==> src/rtl/kwlex_pkg.sv <==
package kwlex_pkg;

  localparam int PosBitsDef = 16;
  localparam int OutPosW    = 16;
  localparam int NumW       = 31;
  localparam int FracW      = 5;
  localparam int PrefixW    = 40;
  localparam logic [NumW-1:0]  NumMax  = {NumW{1'b1}};
  localparam logic [FracW-1:0] FracMax = {FracW{1'b1}};

  typedef enum logic [4:0] {
    K_PLUS   = 5'd0,
    K_MINUS  = 5'd1,
    K_STAR   = 5'd2,
    K_SLASH  = 5'd3,
    K_ASSIGN = 5'd4,
    K_EQEQ   = 5'd5,
    K_LT     = 5'd6,
    K_LE     = 5'd7,
    K_GT     = 5'd8,
    K_GE     = 5'd9,
    K_LBRACE = 5'd10,
    K_RBRACE = 5'd11,
    K_LPAREN = 5'd12,
    K_RPAREN = 5'd13,
    K_COMMA  = 5'd14,
    K_STRING = 5'd15,
    K_INT    = 5'd16,
    K_FLOAT  = 5'd17,
    K_IDENT  = 5'd18,
    K_IF     = 5'd19,
    K_ELSE   = 5'd20,
    K_PRINT  = 5'd21,
    K_THEN   = 5'd22,
    K_WHILE  = 5'd23,
    K_DO     = 5'd24,
    K_NOT    = 5'd25,
    K_AND    = 5'd26,
    K_OR     = 5'd27,
    K_TRUE   = 5'd28,
    K_FALSE  = 5'd29,
    K_END    = 5'd30,
    K_ERROR  = 5'd31
  } kind_e;

  typedef enum logic [3:0] {
    M_IDLE  = 4'd0,
    M_LT    = 4'd1,
    M_GT    = 4'd2,
    M_EQ    = 4'd3,
    M_STR   = 4'd4,
    M_INT   = 4'd5,
    M_FRAC  = 4'd6,
    M_IDENT = 4'd7,
    M_HALT  = 4'd8
  } mode_e;

  typedef struct packed {
    kind_e               kind;
    logic [OutPosW-1:0]  start;
    logic [OutPosW-1:0]  length;
    logic [NumW-1:0]     value;
    logic [FracW-1:0]    frac;
    logic                last;
  } tok_t;

  function automatic logic [NumW-1:0] add_digit(logic [NumW-1:0] acc, logic [3:0] d);
    logic [NumW+3:0] v;
    v = {acc, 3'b000} + {2'b00, acc, 1'b0} + {{NumW{1'b0}}, d};
    add_digit = (v > {4'd0, NumMax}) ? NumMax : v[NumW-1:0];
  endfunction

  // First five characters packed with the first one in the low byte.
  function automatic kind_e kw_kind(logic [PrefixW-1:0] p, logic fits, logic [2:0] len);
    kind_e k;
    k = K_IDENT;
    if (fits) begin
      case (len)
        3'd2: begin
          if (p == {24'd0, "fi"}) k = K_IF;
          else if (p == {24'd0, "od"}) k = K_DO;
          else if (p == {24'd0, "ro"}) k = K_OR;
        end
        3'd3: begin
          if (p == {16'd0, "ton"}) k = K_NOT;
          else if (p == {16'd0, "dna"}) k = K_AND;
        end
        3'd4: begin
          if (p == {8'd0, "esle"}) k = K_ELSE;
          else if (p == {8'd0, "neht"}) k = K_THEN;
          else if (p == {8'd0, "eurt"}) k = K_TRUE;
        end
        3'd5: begin
          if (p == "tnirp") k = K_PRINT;
          else if (p == "elihw") k = K_WHILE;
          else if (p == "eslaf") k = K_FALSE;
        end
        default: k = K_IDENT;
      endcase
    end
    kw_kind = k;
  endfunction

endpackage

==> src/rtl/keyword_lexer_core.sv <==
// Character-serial lexer. One source byte is taken per beat on the input
// channel (byte 0 ends the stream) and tokens leave on the output channel.
// Each byte is lexed combinationally against the mode registers, and its
// zero, one or two tokens go into a three-entry result queue, so a token is
// offered on the output from the registered queue. The input is ready
// while the queue holds at most one token: with the output side taking one
// token per cycle a byte is accepted every cycle, and a byte that gives two
// tokens stalls the input until the queue holds one token again.
// After an invalid byte the block emits an error token, keeps accepting
// bytes but gives no further tokens until reset.
module keyword_lexer_core #(
  parameter int POSITION_BITS = kwlex_pkg::PosBitsDef
) (
  input  logic        clk_i,
  input  logic        rst_ni,
  input  logic        in_valid_i,
  output logic        in_ready_o,
  input  logic [7:0]  ch_i,
  output logic        out_valid_o,
  input  logic        out_ready_i,
  output logic [4:0]  kind_o,
  output logic [15:0] token_start_o,
  output logic [15:0] token_length_o,
  output logic [30:0] number_value_o,
  output logic [4:0]  fraction_digits_o,
  output logic        last_of_run_o
);
  import kwlex_pkg::*;

  localparam int P    = POSITION_BITS;
  localparam int ExtW = (P > OutPosW) ? P : OutPosW;
  localparam logic [P-1:0] PosOne = P'(1);

  mode_e               mode_q, mode_d;
  logic [P-1:0]        start_q, start_d;
  logic [P-1:0]        pos_q, pos_d;
  logic [P-1:0]        run_q, run_d;
  logic [NumW-1:0]     acc_q, acc_d;
  logic [FracW-1:0]    frac_q, frac_d;
  logic [PrefixW-1:0]  prefix_q, prefix_d;

  tok_t       mem_q [3];
  logic [1:0] wr_q, rd_q, cnt_q;
  logic [1:0] wr_d, rd_d, cnt_d;

  logic [7:0]      c;
  logic            is_digit, is_alpha, is_word;
  logic [NumW-1:0] acc_add;
  logic            emit0, emit1, run_idle;
  tok_t            tok0, tok1, slot_a, slot_b;
  logic [1:0]      n_push;
  logic            accept, pop;
  kind_e           word_kind;

  function automatic logic [OutPosW-1:0] out_pos(logic [P-1:0] v);
    logic [ExtW-1:0] e;
    e = ExtW'(v);
    out_pos = e[OutPosW-1:0];
  endfunction

  function automatic tok_t mk_tok(kind_e k, logic [P-1:0] s, logic [P-1:0] l,
                                  logic [NumW-1:0] v, logic [FracW-1:0] f);
    tok_t t;
    t.kind   = k;
    t.start  = out_pos(s);
    t.length = out_pos(l);
    t.value  = v;
    t.frac   = f;
    t.last   = 1'b0;
    mk_tok = t;
  endfunction

  function automatic logic [1:0] ptr_inc(logic [1:0] p);
    ptr_inc = (p == 2'd2) ? 2'd0 : p + 2'd1;
  endfunction

  assign c        = ch_i;
  assign is_digit = c inside {["0":"9"]};
  assign is_alpha = c inside {["a":"z"], ["A":"Z"]};
  assign is_word  = is_alpha || is_digit || (c == "_");
  assign acc_add  = add_digit(acc_q, c[3:0]);
  assign word_kind = kw_kind(prefix_q, run_q <= P'(5), run_q[2:0]);

  assign in_ready_o = (cnt_q <= 2'd1);
  assign accept     = in_valid_i && in_ready_o;
  assign out_valid_o = (cnt_q != 2'd0);
  assign pop        = out_valid_o && out_ready_i;

  always_comb begin
    mode_d   = mode_q;
    start_d  = start_q;
    pos_d    = pos_q + PosOne;
    run_d    = run_q;
    acc_d    = acc_q;
    frac_d   = frac_q;
    prefix_d = prefix_q;
    emit0    = 1'b0;
    emit1    = 1'b0;
    run_idle = 1'b0;
    tok0     = mk_tok(K_IDENT, start_q, '0, '0, '0);
    tok1     = mk_tok(K_END, pos_q, '0, '0, '0);

    case (mode_q)
      M_LT, M_GT, M_EQ: begin
        emit0 = 1'b1;
        if (c == "=") begin
          mode_d = M_IDLE;
          case (mode_q)
            M_LT:    tok0.kind = K_LE;
            M_GT:    tok0.kind = K_GE;
            default: tok0.kind = K_EQEQ;
          endcase
        end else begin
          run_idle = 1'b1;
          case (mode_q)
            M_LT:    tok0.kind = K_LT;
            M_GT:    tok0.kind = K_GT;
            default: tok0.kind = K_ASSIGN;
          endcase
        end
      end
      M_STR: begin
        if (c == "\"") begin
          emit0  = 1'b1;
          tok0   = mk_tok(K_STRING, start_q, run_q, '0, '0);
          mode_d = M_IDLE;
        end else if (c == 8'd0) begin
          emit0    = 1'b1;
          tok0     = mk_tok(K_STRING, start_q, run_q, '0, '0);
          run_idle = 1'b1;
        end else if (run_q != '1) begin
          run_d = run_q + PosOne;
        end
      end
      M_INT: begin
        if (is_digit) begin
          acc_d = acc_add;
        end else if (c == ".") begin
          mode_d = M_FRAC;
        end else begin
          emit0    = 1'b1;
          tok0     = mk_tok(K_INT, start_q, '0, acc_q, '0);
          run_idle = 1'b1;
        end
      end
      M_FRAC: begin
        if (is_digit) begin
          acc_d = acc_add;
          if (frac_q != FracMax) frac_d = frac_q + FracW'(1);
        end else begin
          emit0    = 1'b1;
          tok0     = mk_tok(K_FLOAT, start_q, '0, acc_q, frac_q);
          run_idle = 1'b1;
        end
      end
      M_IDENT: begin
        if (is_word) begin
          if (run_q < P'(5)) prefix_d[{run_q[2:0], 3'b000} +: 8] = c;
          if (run_q != '1) run_d = run_q + PosOne;
        end else begin
          emit0    = 1'b1;
          tok0     = mk_tok(word_kind, start_q, run_q, '0, '0);
          run_idle = 1'b1;
        end
      end
      M_HALT: begin
        pos_d = pos_q;
      end
      default: run_idle = 1'b1;
    endcase

    if (run_idle) begin
      mode_d = M_IDLE;
      case (c)
        " ", "\t", "\n": ;
        "+": begin emit1 = 1'b1; tok1.kind = K_PLUS;   end
        "-": begin emit1 = 1'b1; tok1.kind = K_MINUS;  end
        "*": begin emit1 = 1'b1; tok1.kind = K_STAR;   end
        "/": begin emit1 = 1'b1; tok1.kind = K_SLASH;  end
        "{": begin emit1 = 1'b1; tok1.kind = K_LBRACE; end
        "}": begin emit1 = 1'b1; tok1.kind = K_RBRACE; end
        "(": begin emit1 = 1'b1; tok1.kind = K_LPAREN; end
        ")": begin emit1 = 1'b1; tok1.kind = K_RPAREN; end
        ",": begin emit1 = 1'b1; tok1.kind = K_COMMA;  end
        "<": begin mode_d = M_LT; start_d = pos_q; end
        ">": begin mode_d = M_GT; start_d = pos_q; end
        "=": begin mode_d = M_EQ; start_d = pos_q; end
        "\"": begin
          mode_d  = M_STR;
          start_d = pos_q + PosOne;
          run_d   = '0;
        end
        8'd0: begin
          emit1    = 1'b1;
          tok1.kind = K_END;
          mode_d   = M_IDLE;
          start_d  = '0;
          pos_d    = '0;
          run_d    = '0;
          acc_d    = '0;
          frac_d   = '0;
          prefix_d = '0;
        end
        default: begin
          if (is_digit) begin
            mode_d  = M_INT;
            start_d = pos_q;
            acc_d   = NumW'(c[3:0]);
            frac_d  = '0;
          end else if (is_alpha) begin
            mode_d   = M_IDENT;
            start_d  = pos_q;
            run_d    = PosOne;
            prefix_d = PrefixW'(c);
          end else begin
            emit1     = 1'b1;
            tok1.kind = K_ERROR;
            mode_d    = M_HALT;
          end
        end
      endcase
    end

    slot_b      = tok1;
    slot_b.last = 1'b1;
    if (emit0) begin
      slot_a      = tok0;
      slot_a.last = !emit1;
    end else begin
      slot_a = slot_b;
    end
    n_push = accept ? ({1'b0, emit0} + {1'b0, emit1}) : 2'd0;
  end

  always_comb begin
    case (n_push)
      2'd0:    wr_d = wr_q;
      2'd1:    wr_d = ptr_inc(wr_q);
      default: wr_d = ptr_inc(ptr_inc(wr_q));
    endcase
    rd_d  = pop ? ptr_inc(rd_q) : rd_q;
    cnt_d = cnt_q + n_push - {1'b0, pop};
  end

  always_ff @(posedge clk_i or negedge rst_ni) begin
    if (!rst_ni) begin
      mode_q   <= M_IDLE;
      start_q  <= '0;
      pos_q    <= '0;
      run_q    <= '0;
      acc_q    <= '0;
      frac_q   <= '0;
      prefix_q <= '0;
      wr_q     <= '0;
      rd_q     <= '0;
      cnt_q    <= '0;
    end else begin
      if (accept) begin
        mode_q   <= mode_d;
        start_q  <= start_d;
        pos_q    <= pos_d;
        run_q    <= run_d;
        acc_q    <= acc_d;
        frac_q   <= frac_d;
        prefix_q <= prefix_d;
      end
      wr_q  <= wr_d;
      rd_q  <= rd_d;
      cnt_q <= cnt_d;
    end
  end

  always_ff @(posedge clk_i) begin
    if (n_push != 2'd0) mem_q[wr_q] <= slot_a;
    if (n_push == 2'd2) mem_q[ptr_inc(wr_q)] <= slot_b;
  end

  tok_t head;
  assign head              = mem_q[rd_q];
  assign kind_o            = head.kind;
  assign token_start_o     = head.start;
  assign token_length_o    = head.length;
  assign number_value_o    = head.value;
  assign fraction_digits_o = head.frac;
  assign last_of_run_o     = head.last;

endmodule

==> config.mk <==
export PLATFORM = sky130hd
export DESIGN_NAME = keyword_lexer_core
export DESIGN_NICKNAME = d
export VERILOG_FILES = /design/src/rtl/kwlex_pkg.sv /design/src/rtl/keyword_lexer_core.sv
export SDC_FILE = /design/constraint.sdc
export NUM_CORES = 1
export LEC_CHECK = 0
export ABC_CLOCK_PERIOD_IN_PS = 4400
export BUFFER_PORTS_ARGS = -buffer_cell sky130_fd_sc_hd__buf_2
export CORE_MARGIN = 8
export CORE_UTILIZATION = 45
export CTS_CLUSTER_DIAMETER = 150
export DETAILED_ROUTE_END_ITERATION = 8
export GPL_TIMING_DRIVEN = 0
export PLACE_DENSITY = 0.61
export REMOVE_ABC_BUFFERS = 1
export SYNTH_ARGS = -nofsm -noshare
export SYNTH_HDL_FRONTEND = slang
export SYNTH_SLANG_ARGS = --single-unit
==> constraint.sdc <==
create_clock -name clk_i -period 4.4 [get_ports clk_i]
set_input_delay 0.22 -clock clk_i [delete_from_list [all_inputs] [get_ports clk_i]]
set_output_delay 0.22 -clock clk_i [all_outputs]
set_load 0.03 [all_outputs]
# ---- Word-level counts from Yosys, hierarchy flattened
# Memories as Yosys holds them, arrays and structs flattened.
# Cells that the tools add are included.
dict set report word_totals {
  ramBits 222
  in_bits 12
  output_inout_bits 76
  n_memories 1
  register_bits 134
  wordCells 212
}
dict set report classes {
  n_eq_ne 52
  order_cmp 10
  n_reduce_logical 28
  shift 2
  muxes 96
  n_bitwise 1
  add_sub_neg 12
}
# name depth width read_ports rd_clocked_by_memory_dff wr line
set memory_table {}
lappend memory_table {mem_q 3 74 1 0 2 keyword_lexer_core.sv:42} ;# tok_t mem_q [3];
# cell n
set op_table {}
lappend op_table {{74-bit two-way mux} 4}
lappend op_table {{69-bit case mux with 4 select lines} 1}
lappend op_table {{40-bit two-way mux} 6}
lappend op_table {{71-bit two-way mux} 3}
lappend op_table {{16-bit two-way mux} 12}
lappend op_table {{31-bit two-way mux} 5}
lappend op_table {{40-bit by 15-bit == test with 1-bit output (second input constant)} 3}
lappend op_table {{40-bit by 31-bit == test with 1-bit output (second input constant)} 3}
lappend op_table {{40-bit by 39-bit == test with 1-bit output (second input constant)} 3}
lappend op_table {{8-bit by 6-bit == test with 1-bit output (second input constant)} 13}
lappend op_table {{40-bit by 23-bit == test with 1-bit output (second input constant)} 2}
lappend op_table {{40-bit case mux with 2 select lines} 1}
lappend op_table {{4-bit two-way mux} 18}
lappend op_table {{16-bit case mux with 2 select lines} 2}
lappend op_table {{16-bit case mux with 4 select lines} 1}
lappend op_table {{31-bit case mux with 2 select lines} 1}
lappend op_table {{5-bit case mux with 10 select lines} 1}
lappend op_table {{40-bit bitwise mux} 1}
lappend op_table {{5-bit two-way mux} 8}
lappend op_table {{8-bit by 8-bit variable shift with 40-bit output (first input constant)} 1}
lappend op_table {{8-bit by 8-bit indexed part select with 40-bit output} 1}
lappend op_table {{34-bit by 32-bit adder with 35-bit output} 1}
lappend op_table {{35-bit by 4-bit adder with 35-bit output} 1}
lappend op_table {{35-bit by 31-bit > comparator with 1-bit output (second input constant)} 1}
lappend op_table {{59 further kinds} 108}

# ---- Longest topological paths before layout
# Gate-level depths: netlist (run 1).
dict set report logic_depth {
  ltp_word 13
  ltp_mapped 16
  mapped_depth_nobuf 13
}

# ---- Worst setup path before layout (run 1)
# No wires, ideal clock.
dict set report synth_path {
  path_type {in2reg}
  startpoint {input ch_i[6]}
  endpoint {memory mem_q[0][53] (netlist bit) (enable)}
  path_slack_ns 0.156
  stages 15
  arrival_time_ns 3.899
  required_time_ns 4.055
  cell_sequence {clkbuf_1 -> or4b_1 -> or4_1 -> clkbuf_1 -> o21ai_1 -> or2_2 -> nor3_1 -> ha_1 -> clkbuf_1 -> nor2b_1 -> nand3_1 -> nor2b_1 -> clkbuf_1 -> buf_1 -> inv_1}
}
# item line
set synth_lines {}
lappend synth_lines {{from (decl)} keyword_lexer_core.sv:18} ;# input logic [7:0] ch_i,
lappend synth_lines {{to (decl)} keyword_lexer_core.sv:42}

==> run_results.csv, run 1 <==
group,metric,value,unit
floorplanning,io_pins,88,
final_layout,syn2layout_area_growth,14.1,%
critical_path,required,4.64,ns
synth,synth_top_cell_by_area,"dfrtp_1",
synth,synth_ff_type,"dfxtp_1",
critical_path,worstReg2RegStart,"mode_q[3]$_DFFE_PN0P_",
synth,yosys_warnings,0,
critical_path,crit_top_cell,"buf_4",
final_layout,fin_nets,2131,
sta,fmax,232,MHz
power_and_ir_drop,p_switching,0.00421,W
critical_path,crit_type,"reg -> reg",
sta,finalHoldViolations,0,
sta,tightestPinTransition,1.31,ns
global_route,grt_pass1_wl,89600,microns
sta,setup_viol,0,
critical_path,crit_chain,"nand2b_1 -> nor2_4 -> o211ai_1 -> o2111a_2 -> nor3_1 -> ha_2 -> nand2b_1 -> nor4_4 -> buf_4 -> nor2_4 -> buf_4 -> clkinvlp_4 -> buf_4",
placed_design,place_hpwl,35700,microns
power_and_ir_drop,p_sw_share,38.0,%
synth,syn-instance-count,2021,
global_route,grt.total_usage,22.2,%
critical_path,cp-startpoint,"mode_q[3]$_DFFE_PN0P_",
synth,yosys_register_bits,356,
critical_path,cp_max_fo,12,
synth,synth_common_cells,"a22o_1 (217), o21ai_0 (216), nand2_1 (206)",
final_layout,fin_util,51.8,%
floorplanning,core-area,0.0417,sq mm
placed_design,port_buffers,87,
power_and_ir_drop,p_clk_share,30.9,%
critical_path,crit_arrival,4.56,ns
drt,num_vias,16300,
final_layout,multi_input_area,0.0100,sq mm
power_and_ir_drop,max-vdd-ir-drop,0.350,mV
outcome,status,"finished, final reports clean",
drt,route.antenna.remaining_nets,0,
power_and_ir_drop,pwr-share-comb,30.6,%
final_layout,antennaDiodeCount,0,
clock_network,cts_buffers,41,
critical_path,r2r-end,"mem_q[1][68]$_DFFE_PP_",
power_and_ir_drop,p_int,0.00688,W
critical_path,r2r_cells,13,
final_layout,fillers,3811,
worst_hold_path,min_path_type,"in -> reg",
drt,drc_errors,0,
critical_path,slowest_delay,0.52,ns
synth,syn_area,0.0189,sq mm
power_and_ir_drop,powerDensity,514,mW/mm^2
clock_network,numClockSinks,356,
sta,period_share,98.1,%
synth,ys_seq_area_share,44.6,%
clock_network,clkTransAtPathRegs,0.07,ns
power_and_ir_drop,seq_power_share,38.5,%
synth,synth_edf_count,63,
final_layout,ff_latch_area,0.00844,sq mm
synth,synth_area_leaders,"dfrtp_1 (18%), dfxtp_1 (17%), a22o_1 (10%)",
floorplanning,die_area,0.0488,sq mm
synth,netlist.area_leader.share,17.7,%
clock_network,cts_root_buffer,"clkbuf_16",
drt,via_per_inst,6.25,
sta,setup_tns,0,ns
floorplanning,die_w,221,microns
critical_path,worstSetupPathDepth,13,
global_route,grt_max_degree,80,
clock_network,clock_path_buffers,3,
clock_network,tritoncts,"yes",
clock_network,clk-insertion-delay-late,0.56,ns
drt,wl_per_cell,21.6,microns
job,cap_violations,0,
critical_path,crit_family,"simple AND/OR/NAND/NOR gates",
critical_path,slowest_stage,"dfrtp_1",
clock_network,htreeDepth,2,
placed_design,place_congestion,0.895,
synth,syn_area_per_cell,9.35,sq um
global_route,antenna_found_initial,1,
sta,slew_headroom,11.7,%
sta,clock_skew,0.0184,ns
critical_path,startpoint_type,"flop",
synth,ys_async_sr_fraction,37.6,%
drt,drtPass1Iterations,5,
critical_path,crit_path_end,"mem_q[1][68]$_DFFE_PP_",
sta,slew_viol_final,0,
critical_path,end_kind,"flop",
critical_path,path_buf_inv,4,
floorplanning,start_util,45.4,%
power_and_ir_drop,leakage,8.65,nW
critical_path,reg2reg_setup_slack,0.08,ns
final_layout,drive_gt1_share,12.0,%
sta,layout_min_cycle_time,4.32,ns
synth,synthMostInstantiatedCell,"a22o_1",
floorplanning,die_h,221,microns
power_and_ir_drop,power,0.0111,W
drt,drt_iter0_drc,1439,
global_route,grt_overflow,0,
global_route,grt_pass1_vias,15900,
floorplanning,fp-row-count,75,
drt,wl,56400,microns
synth,yosysUniqueCellTypes,81,
[metal layers]
metal / share of wire (%) / vias up / track usage [%]
met1: 44 / 7991 / 30.0
met3: 6.8 / 128 / 4.10
met2: 45 / 534 / 35.0
met4: 3.7 / 2 / 8.74
li1: - / 7675 / -
met5: 0.023 / - / 0
[layout by cell type (no fill, tap or decap), types with 8 or more instances in the layout]
cell type    n
a22o_1     217
o21ai_0    214
nand2_1    205
dfxtp_1    159
dfrtp_1    132
a21oi_1    112
buf_2       86
nor2_1      84
mux2i_1     76
ha_1        74
edfxtp_1    63
nand3_1     52
clkbuf_16   42
a31oi_1     39
nor3_1      33
inv_1       26
nor4_1      25
and3_1      19
o31ai_1     19
nand4_1     18
and2_1      18
a21o_1      17
xnor2_1     16
buf_4       16
nand2b_1    14
xor2_1      13
clkbuf_1    13
o21a_1      12
nor2b_1     11
o22ai_1     11
buf_12      11
nor2_4      10
a211oi_1     9
nor2_2       9
o21ai_1      8
a22oi_1      8
[area by class of cell]
type	count	area share (%)
Multi-Input combinational cell	1486	46.6
Sequential cell	356	39.1
Clock buffer	61	5.48
Timing Repair Buffer	123	4.26
Tap cell	539	3.13
Clock inverter	14	0.748
Inverter	31	0.592
Timing Repair inverter	3	0.104
[metrics by stage]
| stage | instances | area (sq um) | hold WS [ns] | setup slack, ns |
|---|---|---|---|---|
| after global placement | 2495 | 19400 | 0.436 | -5.37 |
| after floorplan | 1869 | 18300 | -0.0756 | -1.44 |
| final | 2613 | 21600 | 0.0636 | 0.0836 |
| after CTS | 2607 | 21500 | 0.0434 | 0.0426 |
| after global routing | 2613 | 21600 | 0.0890 | -0.0200 |
| after detailed placement | 2510 | 19800 | 0.235 | -1.26 |
[sequential cells by signal, summed over array words and instances, names as in the netlist]
signal,flops
pos_q,16
mem_q,222
wr_q,2
frac_q,5
acc_q,31
mode_q,4
prefix_q,40
cnt_q,2
rd_q,2
start_q,16
run_q,16
[worst reg2reg max path, cell delays in order (launching register included)]
cell	delay (ns)
dfrtp_1	0.52
nand2b_1	0.33
nor2_4	0.30
o211ai_1	0.33
o2111a_2	0.40
nor3_1	0.37
ha_2	0.45
nand2b_1	0.29
nor4_4	0.24
buf_4	0.19
nor2_4	0.06
buf_4	0.19
clkinvlp_4	0.06
buf_4	0.24
[kinds of logic (layout without fill, tap and decap cells)]
logic type,count (synthesis),count (layout),share of synthesized area (%)
AO/OA/AOI/OAI,730,730,26.2
AND/OR/NAND/NOR,568,572,14.9
flip-flops,356,356,44.6
buffers and inverters,183,232,3.71
multiplexers,78,78,4.15
adder cells (fa/ha/maj),77,77,5.18
XOR/XNOR,29,29,1.34
[worst min path at each step]
| stage | cells past startpoint | startpoint | slack [ns] | end |
|---|---|---|---|---|
| after global placement | 2 | mem_q[1][5]$_SDFFE_PP0P_ | 0.44 | mem_q[1][5]$_SDFFE_PP0P_ |
| after global routing | 2 | ch_i[6] | 0.09 | prefix_q[6]$_DFFE_PN0P_ |
| after CTS | 2 | ch_i[6] | 0.04 | prefix_q[6]$_DFFE_PN0P_ |
| final | 2 | ch_i[6] | 0.06 | prefix_q[6]$_DFFE_PN0P_ |
| after detailed placement | 1 | rst_ni | 0.24 | start_q[15]$_DFFE_PN0P_ |
| after floorplan | 0 | rst_ni | -0.08 | acc_q[0]$_DFFE_PN0P_ |
[repair_timing]
item	CTS	global route
setup endpoints to repair	296	260
buffers inserted	13	5
gates cloned	6	1
pin swaps	4	2
endpoints found under the hold margin	62	0
gates resized for setup	33	10
hold buffers	3	0
[power groups by stage]
stage          Sequential [W]  Clock [W]  Combinational, W
6_report              0.00427    0.00342           0.00339
5_1_grt               0.00433    0.00362           0.00366
4_1_cts               0.00425    0.00350           0.00333
3_5_place_dp          0.00431          0           0.00315
3_3_place_gp          0.00449          0           0.00289
2_1_floorplan         0.00425          0           0.00206
No activity file was read; power rests on OpenSTA's default activity.
==> run 2, diff against run 1 <==
--- a/config.mk
+++ b/config.mk
@@ -7,13 +7,11 @@
 export LEC_CHECK = 0
 export ABC_CLOCK_PERIOD_IN_PS = 4400
 export BUFFER_PORTS_ARGS = -buffer_cell sky130_fd_sc_hd__buf_2
-export CORE_MARGIN = 8
 export CORE_UTILIZATION = 45
 export CTS_CLUSTER_DIAMETER = 150
 export DETAILED_ROUTE_END_ITERATION = 8
 export GPL_TIMING_DRIVEN = 0
 export PLACE_DENSITY = 0.61
-export REMOVE_ABC_BUFFERS = 1
 export SYNTH_ARGS = -nofsm -noshare
 export SYNTH_HDL_FRONTEND = slang
 export SYNTH_SLANG_ARGS = --single-unit
==> run 2 against run 1 <==
The run now ends with DRC left. Cell count up 4.4%. Power up 0.29%. Die area down 12%.
==> run_results.csv, run 2 (synthesis gave the netlist of run 1 again) <==
group,metric,value,unit
clock_network,cts_buffers,41,
drt,drtPass1Iterations,9,
critical_path,crit_chain,"nor4bb_4 -> a21boi_1 -> o21ai_4 -> o2111a_1 -> buf_2 -> nor3_2 -> ha_2 -> nor2_2 -> nor3_1 -> nor2_2 -> clkbuf_4 -> clkbuf_4 -> clkinvlp_4 -> buf_12",
floorplanning,die_h,207,microns
critical_path,slowest_delay,0.43,ns
drt,wl_per_cell,21.8,microns
clock_network,cts_root_buffer,"clkbuf_16",
clock_network,numClockSinks,356,
sta,slew_viol_final,0,
power_and_ir_drop,leakage,8.74,nW
final_layout,antennaDiodeCount,0,
placed_design,place_hpwl,42400,microns
sta,clock_skew,0.0173,ns
critical_path,end_kind,"flop",
sta,setup_tns,0,ns
critical_path,slowest_stage,"dfrtp_1",
sta,period_share,96.4,%
global_route,grt_pass1_vias,16100,
drt,drt_iter0_drc,1498,
clock_network,htreeDepth,2,
drt,wl,59400,microns
final_layout,final_cell_mix,"a22o_1 (217), o21ai_0 (215), nand2_1 (206)",
power_and_ir_drop,max-vdd-ir-drop,0.297,mV
final_layout,syn2layout_area_growth,14.8,%
floorplanning,start_util,46.0,%
sta,fmax,236,MHz
clock_network,clkTransAtPathRegs,0.06,ns
critical_path,path_buf_inv,5,
critical_path,worstReg2RegStart,"mode_q[2]$_DFFE_PN0P_",
final_layout,drive_gt1_share,10.9,%
sta,rsz0062_at_grt,"false",
floorplanning,core-area,0.0411,sq mm
floorplanning,die_area,0.0428,sq mm
critical_path,cp_max_fo,11,
outcome,status,"finished with violations",
sta,slew_headroom,16.4,%
drt,via_per_inst,6.15,
final_layout,largest_reg_flops,222,
drt,drc_errors,4,
sta,tightestPinTransition,1.22,ns
power_and_ir_drop,power,0.0111,W
final_layout,fin_util,52.8,%
sta,setup_viol,0,
floorplanning,die_w,207,microns
final_layout,fin_nets,2254,
sta,layout_min_cycle_time,4.24,ns
worst_hold_path,min_path_type,"in -> reg",
critical_path,crit_arrival,4.56,ns
placed_design,place_congestion,0.910,
clock_network,tritoncts,"yes",
global_route,grt_max_degree,81,
floorplanning,io_pins,88,
final_layout,fillers,3816,
placed_design,port_buffers,86,
power_and_ir_drop,powerDensity,513,mW/mm^2
job,cap_violations,0,
global_route,grt.total_usage,27.7,%
final_layout,largestRegisters,"mem_q x222, prefix_q x40, acc_q x31",
outcome,violations,"DRC",
critical_path,required,4.72,ns
synth,synth_fp_nets,2110,
global_route,antenna_found_initial,1,
final_layout,final_common_cell,"a22o_1",
critical_path,crit_type,"reg -> reg",
global_route,grt_pass1_wl,91900,microns
final_layout,regMostFlops,"mem_q",
drt,num_vias,16800,
sta,finalHoldViolations,0,
drt,route.antenna.remaining_nets,0,
floorplanning,fp-row-count,74,
worst_hold_path,min_from,"out_ready_i",
clock_network,clock_path_buffers,3,
global_route,grt_overflow,0,
clock_network,clk-insertion-delay-late,0.58,ns
critical_path,startpoint_type,"flop",
critical_path,cp-startpoint,"mode_q[2]$_DFFE_PN0P_",
critical_path,crit_family,"simple AND/OR/NAND/NOR gates",
==> run 2: cell type report <==
| class | count | area [sq um] | area share, % |
|---|---|---|---|
| Clock inverter | 9 | 111 | 0.513 |
| Sequential cell | 356 | 8430 | 38.9 |
| Inverter | 31 | 131 | 0.606 |
| Timing Repair Buffer | 100 | 604 | 2.79 |
| Multi-Input combinational cell | 1482 | 9910 | 45.7 |
| Tap cell | 532 | 666 | 3.07 |
| Buffer | 150 | 622 | 2.87 |
| Timing Repair inverter | 3 | 22.5 | 0.104 |
| Clock buffer | 66 | 1190 | 5.50 |
==> run 2: layer usage <==
metal | track usage [%] | vias up | share of wire [%]
met5 | 0 | - | 0
met1 | 38.3 | 8267 | 45
met3 | 4.21 | 90 | 5.9
met2 | 44.6 | 517 | 47
li1 | - | 7907 | -
met4 | 8.45 | 0 | 2.5
==> run 2: metrics by stage <==
stage / setup WS [ns] / instances / cell area [sq um] / hold WS (ns)
floorplan: 0.156 / 2021 / 18900 / -0.0756
global placement: -1.87 / 2639 / 20000 / 0.435
detailed placement: -1.81 / 2640 / 20000 / 0.244
CTS: -0.0168 / 2727 / 21600 / 0.00148
global route: 0.0303 / 2729 / 21700 / 0.0452
finish: 0.160 / 2729 / 21700 / 0.0266
==> run 2: tightest hold or removal path, stage by stage <==
cell	delay, ns
buf_2	0.09
nand2_1	0.10
nand2_1	0.08
nand2_1	0.05
==> run 2: worst paths after layout <==
check | end | slack (ns) | cells after the start
setup / recovery | mem_q[2][58]$_DFFE_PP_ | 0.16 | 14
setup reg to reg | mem_q[2][58]$_DFFE_PP_ | 0.16 | 14
hold / removal | rd_q[1]$_DFFE_PN0P_ | 0.03 | 4
min in group asynchronous | acc_q[10]$_DFFE_PN0P_ | 0.21 | 2
max in group asynchronous | start_q[3]$_DFFE_PN0P_ | 3.33 | 3
hold reg to reg | mem_q[1][2]$_SDFFE_PP0P_ | 0.46 | 2
==> run 2: timing repair <==
item | in CTS | in global routing
hold buffers | 2 | 0
gates cloned | 3 | 0
buffers inserted | 9 | 2
endpoints found under the setup margin | 275 | 258
pin swaps | 3 | 2
endpoints found under the hold margin | 55 | 0
gates resized for setup | 46 | 35
==> run 2: power breakdown <==
part           internal (W)  total (W)  switching, W  leakage [nW]
Combinational       0.00114    0.00374       0.00260          4.46
Clock               0.00198    0.00336       0.00138         0.633
Sequential          0.00369    0.00402      0.000322          3.65
Total               0.00681     0.0111       0.00431          8.74
